<file path="config.mk">
export PLATFORM = sky130hd
export DESIGN_NAME = ratnorm_div
export DESIGN_NICKNAME = d
export VERILOG_FILES = /design/src/sv/ratnorm_pkg.sv /design/src/sv/ratnorm_div.sv
export VERILOG_INCLUDE_DIRS = /design/src /design/src/sv
export SDC_FILE = /design/constraint.sdc
export NUM_CORES = 1
export LEC_CHECK = 0
export ABC_CLOCK_PERIOD_IN_PS = 7100
export BUFFER_PORTS_ARGS = -buffer_cell sky130_fd_sc_hd__buf_4
export CORE_MARGIN = 2
export CORE_UTILIZATION = 45
export CTS_CLUSTER_SIZE = 40
export DETAILED_ROUTE_END_ITERATION = 8
export PLACE_DENSITY_LB_ADDON = 0.05
export REMOVE_ABC_BUFFERS = 1
export SETUP_SLACK_MARGIN = 0.02
export SLEW_MARGIN = 20
export SYNTH_ARGS = -nofsm -noshare
export SYNTH_HDL_FRONTEND = slang
export SYNTH_SLANG_ARGS = --single-unit
</file>
<file path="constraint.sdc">
create_clock -name clock -period 7.1 [get_ports clock]
set_input_delay 1.42 -clock clock [delete_from_list [all_inputs] [get_ports clock]]
set_output_delay 1.42 -clock clock [all_outputs]
set_load 0.01 [all_outputs]
</file>
<file path="src/sv/rational_arith_normalize_top_defines.svh">
// assertion macros shared by the rtl files
`ifndef RATIONAL_ARITH_NORMALIZE_TOP_DEFINES_SVH
`define RATIONAL_ARITH_NORMALIZE_TOP_DEFINES_SVH

// same-cycle implication
`define RN_ASSERT_NOW(label, ante, cons, msg) \
   label: assert property (@(posedge clock) disable iff (reset) (ante) |-> (cons)) \
      else $error(msg);

// next-cycle implication
`define RN_ASSERT_NEXT(label, ante, cons, msg) \
   label: assert property (@(posedge clock) disable iff (reset) (ante) |=> (cons)) \
      else $error(msg);

`endif

</file>
<file path="src/sv/ratnorm_pkg.sv">
package ratnorm_pkg;

   localparam int WORD_BITS = 64;
   localparam int HALF_BITS = WORD_BITS / 2;
   localparam int CNT_BITS  = $clog2(WORD_BITS);

   typedef enum logic [1:0] {
      CMD_ADD = 2'd0,
      CMD_SUB = 2'd1,
      CMD_MUL = 2'd2,
      CMD_DIV = 2'd3
   } cmd_type;

   typedef logic signed [WORD_BITS-1:0] word_type;

   typedef struct packed {
      cmd_type  cmd;
      word_type a_num;
      word_type a_den;
      word_type b_num;
      word_type b_den;
   } req_type;

   typedef struct packed {
      word_type res_num;
      word_type res_den;
   } rsp_type;

   typedef struct packed {
      logic     start;
      word_type dividend;
      word_type divisor;
   } div_req_type;

   typedef struct packed {
      logic     done;
      word_type quot;
      word_type rem;
   } div_rsp_type;

   // two's complement magnitude, the most negative value maps to itself
   function automatic word_type wabs(input word_type v);
      return v[WORD_BITS-1] ? word_type'(-v) : v;
   endfunction

endpackage

</file>
<file path="src/sv/ratnorm_div.sv">
`include "rational_arith_normalize_top_defines.svh"

module ratnorm_div
   import ratnorm_pkg::*;
(
   input  logic        clock,
   input  logic        reset,
   input  div_req_type div_req,
   output div_rsp_type div_rsp
);

   logic                  busy_ff, busy_in;
   logic                  done_ff, done_in;
   logic [CNT_BITS-1:0]   cnt_ff, cnt_in;
   logic [WORD_BITS-1:0]  quo_ff, quo_in;
   logic [WORD_BITS-1:0]  rem_ff, rem_in;
   logic [WORD_BITS-1:0]  dvs_ff, dvs_in;
   logic                  qneg_ff, qneg_in;
   logic                  rneg_ff, rneg_in;

   logic [WORD_BITS:0]    shifted;
   logic [WORD_BITS:0]    diff;
   logic                  fits;

   // one restoring step on magnitudes
   assign shifted = {rem_ff, quo_ff[WORD_BITS-1]};
   assign diff    = shifted - {1'b0, dvs_ff};
   assign fits    = !diff[WORD_BITS];

   always_comb begin
      busy_in = busy_ff;
      done_in = 1'b0;
      cnt_in  = cnt_ff;
      quo_in  = quo_ff;
      rem_in  = rem_ff;
      dvs_in  = dvs_ff;
      qneg_in = qneg_ff;
      rneg_in = rneg_ff;
      if (div_req.start) begin
         busy_in = 1'b1;
         cnt_in  = '0;
         quo_in  = wabs(div_req.dividend);
         rem_in  = '0;
         dvs_in  = wabs(div_req.divisor);
         qneg_in = div_req.dividend[WORD_BITS-1] ^ div_req.divisor[WORD_BITS-1];
         rneg_in = div_req.dividend[WORD_BITS-1];
      end else if (busy_ff) begin
         quo_in = {quo_ff[WORD_BITS-2:0], fits};
         rem_in = fits ? diff[WORD_BITS-1:0] : shifted[WORD_BITS-1:0];
         cnt_in = cnt_ff + 1'b1;
         if (cnt_ff == CNT_BITS'(WORD_BITS - 1)) begin
            busy_in = 1'b0;
            done_in = 1'b1;
         end
      end
   end

   always_ff @(posedge clock) begin
      if (reset) begin
         busy_ff <= 1'b0;
         done_ff <= 1'b0;
      end else begin
         busy_ff <= busy_in;
         done_ff <= done_in;
      end
      cnt_ff  <= cnt_in;
      quo_ff  <= quo_in;
      rem_ff  <= rem_in;
      dvs_ff  <= dvs_in;
      qneg_ff <= qneg_in;
      rneg_ff <= rneg_in;
   end

   // truncating signed results
   assign div_rsp.done = done_ff;
   assign div_rsp.quot = qneg_ff ? word_type'(-quo_ff) : word_type'(quo_ff);
   assign div_rsp.rem  = rneg_ff ? word_type'(-rem_ff) : word_type'(rem_ff);

   `RN_ASSERT_NOW(a_div_no_restart, div_req.start, !busy_ff, "divider restarted while busy")
   `RN_ASSERT_NEXT(a_div_done_pulse, done_ff, !done_ff, "divider done held")
   `RN_ASSERT_NOW(a_div_rem_bound, busy_ff, rem_ff < dvs_ff, "partial remainder not below divisor")

endmodule
</file>
# --- Yosys cells after proc, flatten, opt, wreduce, memory -nomap -nowiden ---
# Index checks and enable logic that the tools add are counted.
word_totals:
  wordCells: 32
  out_inout_bits: 129
  inputBits: 131
  ff_bits: 202
classes:
  add_sub_neg: 6
  bitwise_logic: 2
  mux: 11
  reduce_logical: 3
  n_eq_ne: 1
op_table:
  columns: ["op", "n"]
  rows:
  - ["64-bit 2-to-1 mux", 6]
  - ["64-bit negation", 4]
  - ["65-bit by 64-bit subtractor with 65-bit output", 1]
  - ["63-bit 2-to-1 mux", 1]
  - ["6-bit by 1-bit adder with 6-bit output (second input constant)", 1]
  - ["6-bit equality test (second input constant)", 1]
  - ["1-bit 2-to-1 mux", 4]
  - ["3-bit OR reduction", 1]
  - ["2-bit nonzero test", 1]
  - ["1-bit zero test", 1]
  - ["1-bit NOT", 1]
  - ["1-bit bitwise XOR", 1]

# --- Depth between registers and ports, before layout ---
# Gate-level depths: netlist of run 1.
depth:
  word_depth: 4
  ltp_mapped: 17

# --- Worst setup path after synthesis of run 1 ---
# Ideal clock, no wire load.
synth_timing:
  path_type: "register to output"
  from: "register rem_ff[27]"
  to: "output port div_rsp[61] (netlist name)"
  path_stages_with_launch: 11
  arrival_ns: 3.895
  t_required_ns: 5.680
  path_slack_ns: 1.785
  cell_sequence: "dfxtp_1 -> or4_4 -> or3_4 -> or4_4 -> or4_1 -> or2_1 -> or3_4 -> or3_4 -> or4_4 -> o31ai_2 -> xnor2_1"
synth_rtl:
  columns: ["item", "line", "text"]
  rows:
  - ["from (decl)", "ratnorm_div.sv:16", "logic [WORD_BITS-1:0] rem_ff, rem_in;"]
  - ["from (signal assigned)", "ratnorm_div.sv:68", "rem_ff <= rem_in;"]
  - ["to (decl)", "ratnorm_div.sv:9", "output div_rsp_type div_rsp"]

==> impl_metrics.py, run 1 <==
metrics = {
    "hold_path": {
        "holdCritPathClass": "reg -> reg",
        "min_path_cells": 2,
        "whs_endpoint": "cnt_ff[5]",
        "min_from": "cnt_ff[5]",
    },
    "timing": {
        "period_minus_slack_ns": 6.46,
        "finalSetupViolations": 0,
        "finalMaxSlewViolations": 0,
        "rsz0062_at_grt": "false",
        "finalCritPeriodShare": 0.910,
        "relSlewSlack": 0.313,
        "timing.setup.tns_ns": 0,
        "fin_skew_ns": 0.0109,
        "timing.final.ws_setup_ns": 0.641,
        "fmax_mhz": 155,
        "finalHoldViolCount": 0,
        "worst_pin_slew_ns": 1.00,
    },
    "clocking": {
        "cts_made_buffers": 26,
        "cts_resized": 0,
        "holdBufCountCts": 0,
        "cts_max_level": 1,
        "cts_buffer_depth": 3,
        "clock-root-buffer": "clkbuf_16",
        "cts_tree": "done",
        "worstSkewPairLatency_ns": 0.53,
        "cts_sinks": 202,
        "clk_pin_slew_worst_paths_ns": 0.06,
        "cts_setup_buffers": 0,
    },
    "synth": {
        "yosys_warnings": 0,
        "async_flop_share": 0,
        "synth_area_leader_cell": "edfxtp_1",
        "ys_seq_area_frac": 0.320,
        "synth.area.top_cells": "edfxtp_1 23%, xnor2_1 11%, dfxtp_1 8.6%, nand2_1 5.5%, ha_1 5.2%",
        "synth-edff-count": 130,
        "avgSynthCellArea_um2": 8.24,
        "netlist_area_mm2": 0.0167,
        "ys_ff_latch": 202,
        "synthFlopType": "edfxtp_1",
        "syn-instance-count": 2029,
        "yosysUniqueCellTypes": 67,
        "synth_top_area_frac": 0.233,
    },
    "pwr": {
        "pwr_density_cell_mw_per_mm2": 205,
        "combPwrFrac": 0.314,
        "p_clk_frac": 0.319,
        "intPower_uw": 2740,
        "leakagePower_uw": 0.00772,
        "ir_worst_vdd_v": 0.000163,
        "p_sw_uw": 1320,
        "p_seq_frac": 0.368,
        "p_sw_frac": 0.325,
    },
    "place": {
        "portBuffers": 259,
        "place_hpwl_mm": 36.9,
        "place.gp.congestion": 0.897,
        "pre_cts_ws_ns": 1.21,
    },
    "finish": {
        "layout_commonest_cell": "buf_4",
        "n_fill_cell": 3495,
        "diodes": 0,
        "drive_gt1_frac": 0.152,
        "seq_area_mm2": 0.00535,
        "syn_to_final_growth_pct": 18.3,
        "multiInputGateArea_mm2": 0.0106,
        "finalNetCount": 2426,
        "final_cell_mix": "270 x buf_4, 245 x nand2_1, 217 x xnor2_1",
    },
    "critical_path": {
        "r2r_setup_slack_ns": 1.98,
        "rr_endpoint": "rem_ff[2]",
        "critPathMaxFanout": 8,
        "path_cells": "nor4_4 > nand3_1 > or4_1 > or4_1 > nand2b_1 > or3_4 > or3_4 > or4_1 > o21ai_1 > xnor2_1 > buf_4",
        "critPathBufInv": 1,
        "crit_path_end_kind": "output port",
        "crit_top_cell": "or4_1",
        "reg2reg_from": "quo_ff[63]",
        "path_class": "reg -> out",
        "start_kind": "flop",
        "critPathSlowestCell": "or4_1",
        "crit_arrival_ns": 5.04,
        "path_delay_family": "simple AND/OR/NAND/NOR gates",
        "cp_slowest_stage_delay_ns": 0.66,
        "r2r_cells": 15,
        "required_ns": 5.68,
    },
    "detailed_routing": {
        "first_pass_iters": 5,
        "avgRoutedWirePerCell_um": 18.1,
        "drt_wl_total_mm": 49.0,
        "drtIter0Drc": 965,
        "postRouteAntennaNets": 0,
        "drc": 0,
        "vias_per_cell": 5.74,
        "via_count": 15600,
    },
    "flow_run": {
        "cap_violations": 0,
    },
    "grt": {
        "grt_antenna_before_repair": 0,
        "grt_pass1_wl_mm": 77.6,
        "grtUsageTotal": 0.246,
        "grt_max_degree": 89,
        "grt_pass1_vias": 14700,
        "overflow": 0,
    },
    "outcome": {
        "status": "finished, final reports clean",
    },
    "floorplan": {
        "dieWidth_um": 197,
        "initial_core_util": 0.457,
        "dieArea_mm2": 0.0387,
        "boundaryPins": 260,
        "coreArea_mm2": 0.0366,
        "rows": 70,
        "die_y_um": 197,
    },
}
[worst reg2reg max path, stage by stage, from the launching register on]
cell	delay, ns
edfxtp_1	0.35
inv_1	0.10
ha_1	0.25
fa_1	0.41
nor2b_1	0.14
o21a_1	0.14
o211ai_1	0.11
a31oi_1	0.44
o21ai_0	0.35
o31a_1	0.44
o2111ai_1	0.33
nand3_1	0.39
nand2_2	0.84
buf_4	0.37
nand2_1	0.08
a311oi_1	0.29
[synthesized netlist by cell type (24+ instances only)]
cell type,number
or3_1,38
a311oi_1,41
xor2_1,89
ha_1,69
edfxtp_1,130
nand4_1,24
nand2_1,246
nor3_1,28
o31ai_1,71
or4_1,46
nand3_1,27
o21ai_0,123
a21o_1,42
o41ai_1,34
inv_1,95
dfxtp_1,72
xnor2_1,217
a21oi_1,161
nor2_1,171
clkbuf_1,95
[metrics by stage]
step                instance area (µm²)  utilization  power (µW)  hold WS [ns]  std cells
global placement                  19000        0.518        2770         0.466       2665
finish                            19800        0.541        4060         0.516       2713
global route                      19800        0.541        4270         0.569       2713
detailed placement                19000        0.518        2780         0.483       2665
CTS                               19800        0.541        4090         0.490       2713
floorplan                         16300            -        2250         0.448       1926
[power by group through the flow]
| stage | clock network, µW | logic [µW] | registers (µW) |
|---|---|---|---|
| after global routing | 1370 | 1400 | 1510 |
| after CTS | 1330 | 1280 | 1490 |
| after floorplan | 0 | 757 | 1500 |
| after global placement | 0 | 1260 | 1510 |
| after detailed placement | 0 | 1270 | 1510 |
| final | 1290 | 1270 | 1490 |
[logic make-up after synthesis]
family	count (synthesis)	share of synthesized area
AO/OA/AOI/OAI	578	0.225
XOR/XNOR	306	0.160
adder cells (fa/ha/maj)	70	0.0528
buffers and inverters	198	0.0452
flip-flops	202	0.320
multiplexers	11	0.00681
AND/OR/NAND/NOR	664	0.190
[cell type report]
cell class | count | area share
clock buffers | 39 | 0.0374
clock inverters | 9 | 0.00474
inverters | 95 | 0.0180
multi-input cells | 1629 | 0.537
flip-flops and latches | 202 | 0.270
well taps | 468 | 0.0296
repair buffers | 271 | 0.103
[registers in the layout (all words and copies together), names as in the netlist]
name,count
busy_ff,1
qneg_ff,1
quo_ff,64
rneg_ff,1
dvs_ff,64
rem_ff,64
done_ff,1
cnt_ff,6
[worst max path at each step]
stage | start | endpoint | slack, ns | depth (start not counted)
floorplan | rem_ff[27] | div_rsp[61] | 1.78 | 10
global placement | rem_ff[2] | div_rsp[62] | 1.26 | 11
detailed placement | rem_ff[2] | div_rsp[60] | 1.21 | 11
CTS | rem_ff[2] | div_rsp[60] | 0.62 | 11
global route | rem_ff[2] | div_rsp[62] | 0.41 | 11
finish | rem_ff[2] | div_rsp[60] | 0.64 | 11
[routing by layer]
| layer | GRT usage | share of wire | vias to the layer above | wire [µm] |
|---|---|---|---|---|
| met2 | 0.408 | 0.46 | 435 | 22500 |
| met4 | 0.0557 | 0.020 | 0 | 993 |
| li1 | - | - | 7782 | - |
| met1 | 0.337 | 0.46 | 7314 | 22500 |
| met5 | 0 | 0 | - | 0 |
| met3 | 0.0397 | 0.061 | 54 | 2990 |
No activity file was read; power rests on OpenSTA's default activity.
==> run 2: changes to the inputs <==
- CELL_PAD_IN_SITES_DETAIL_PLACEMENT: not set -> 1
- CELL_PAD_IN_SITES_GLOBAL_PLACEMENT: not set -> 2
- CORE_MARGIN: 2 -> 4
- CORE_UTILIZATION: 45 -> 37
==> impl_metrics.py, run 2 (same netlist as run 1, synthesis figures left out) <==
metrics = {
    "place": {
        "place_hpwl_mm": 44.5,
        "portBuffers": 259,
        "dpl_cell_area_mm2": 0.0191,
        "pre_cts_ws_ns": 1.03,
        "place.gp.congestion": 0.891,
    },
    "critical_path": {
        "crit_arrival_ns": 5.19,
        "crit_top_cell": "or4_1",
        "path_cells": "nor4_4 > nand3_1 > or4_1 > or4_1 > nand2b_1 > or3_4 > or3_4 > or4_1 > o21ai_1 > xnor2_1 > buf_4",
        "path_class": "reg -> out",
        "critPathMaxFanout": 8,
        "crit_path_end_kind": "output port",
        "start_kind": "flop",
        "critPathSlowestCell": "or4_1",
        "cp_slowest_stage_delay_ns": 0.65,
        "reg2reg_from": "quo_ff[63]",
        "crit_start": "rem_ff[2]",
        "required_ns": 5.68,
    },
    "pwr": {
        "leakagePower_uw": 0.00778,
        "pwr_density_cell_mw_per_mm2": 210,
        "total_power_uw": 4200,
        "ir_worst_vdd_v": 0.000138,
    },
    "timing": {
        "timing.hold.ws_ns": 0.500,
        "rsz0062_at_grt": "false",
        "relSlewSlack": 0.273,
        "finalSetupViolations": 0,
        "timing.final.ws_setup_ns": 0.490,
        "worst_pin_slew_ns": 1.09,
        "finalCritPeriodShare": 0.931,
        "timing.setup.tns_ns": 0,
        "finalMaxSlewViolations": 0,
        "finalHoldViolCount": 0,
        "fin_skew_ns": 0.0179,
        "fmax_mhz": 151,
        "period_minus_slack_ns": 6.61,
    },
    "floorplan": {
        "boundaryPins": 260,
        "rows": 77,
        "coreArea_mm2": 0.0444,
        "dieArea_mm2": 0.0487,
        "die_y_um": 221,
        "dieWidth_um": 221,
        "initial_core_util": 0.377,
    },
    "clocking": {
        "cts_setup_buffers": 0,
        "cts_made_buffers": 27,
        "cts_buffer_depth": 3,
        "cts_tree": "done",
        "clk_pin_slew_worst_paths_ns": 0.06,
        "cts_resized": 0,
        "cts_max_level": 1,
        "clock-root-buffer": "clkbuf_16",
        "holdBufCountCts": 0,
        "worstSkewPairLatency_ns": 0.56,
        "cts_sinks": 202,
    },
    "hold_path": {
        "holdCritPathClass": "reg -> reg",
        "min_from": "cnt_ff[5]",
    },
    "finish": {
        "drive_gt1_frac": 0.157,
        "syn_to_final_growth_pct": 19.9,
        "final_cell_mix": "272 x buf_4, 245 x nand2_1, 217 x xnor2_1",
        "layout_commonest_cell": "buf_4",
        "n_fill_cell": 5361,
        "finalNetCount": 2431,
        "reg.largest.list": "dvs_ff x64, quo_ff x64, rem_ff x64",
        "fin_area_mm2": 0.0201,
    },
    "grt": {
        "grt_pass1_vias": 16200,
        "grt_max_degree": 170,
        "grt_pass1_wl_mm": 90.0,
        "overflow": 0,
        "grtUsageTotal": 0.230,
        "grt_antenna_before_repair": 4,
    },
    "detailed_routing": {
        "via_count": 15900,
        "drc": 0,
        "postRouteAntennaNets": 0,
        "first_pass_iters": 5,
        "drtIter0Drc": 932,
        "vias_per_cell": 5.60,
        "drt_wl_total_mm": 58.0,
        "avgRoutedWirePerCell_um": 20.4,
    },
    "outcome": {
        "status": "finished, final reports clean",
    },
    "flow_run": {
        "cap_violations": 0,
    },
}
## run 2: cell count changes in the layout (fill, tap and decap cells not counted)
cell | previous run | this run
buf_8 | 0 | 1
bufinv_16 | 2 | 4
and2_4 | 1 | 0
buf_12 | 0 | 1
clkinvlp_4 | 1 | 2
clkinv_1 | 3 | 2
clkinv_2 | 3 | 9
clkbuf_8 | 3 | 1
clkbuf_1 | 10 | 5
diode_2 | 0 | 3
and2_2 | 0 | 1
buf_4 | 270 | 272
## run 2: metal layers
layer / track usage / part of all wire / up-vias
li1: - / - / 7794
met1: 0.320 / 0.47 / 7800
met2: 0.382 / 0.46 / 276
met3: 0.0393 / 0.049 / 62
met4: 0.0383 / 0.016 / 6
met5: 0 / 0.00093 / -
## run 2: path summary, 6_finish.rpt
kind	end	slack [ns]	cells past startpoint
worst max-delay path	div_rsp[60]	0.49	11
worst min-delay path	cnt_ff[5]	0.50	2
worst max register to register	rem_ff[46]	1.99	15
worst min register to register	cnt_ff[5]	0.50	2
## run 2: where the power goes
part	switching [µW]	internal (µW)
sequential	117	1380
combinational	740	574
clock	553	839
total	1410	2790
## run 2: area by class of cell
class | instances | area [µm²] | share of cell area
diodes | 3 | 7.51 | 0.000374
clock buffers | 32 | 694 | 0.0346
clock inverters | 17 | 188 | 0.00936
inverters | 95 | 357 | 0.0178
multi-input cells | 1629 | 10600 | 0.530
flip-flops and latches | 202 | 5350 | 0.267
well taps | 592 | 741 | 0.0369
repair buffers | 275 | 2090 | 0.104
## run 2: metrics by stage
stage,std cells,utilization
floorplan,1926,-
finish,2845,0.451
CTS,2841,0.451
global route,2843,0.451
detailed placement,2792,0.431
global placement,2792,0.431
## run 2: critical path, delay by kind of cell (launching register included)
kind / cells / cell delay [ns]
xor+xnor: 1 / 0.14
simple gates: 8 / 3.74
compound gates: 1 / 0.19
flops: 1 / 0.41
buf+inv: 1 / 0.16
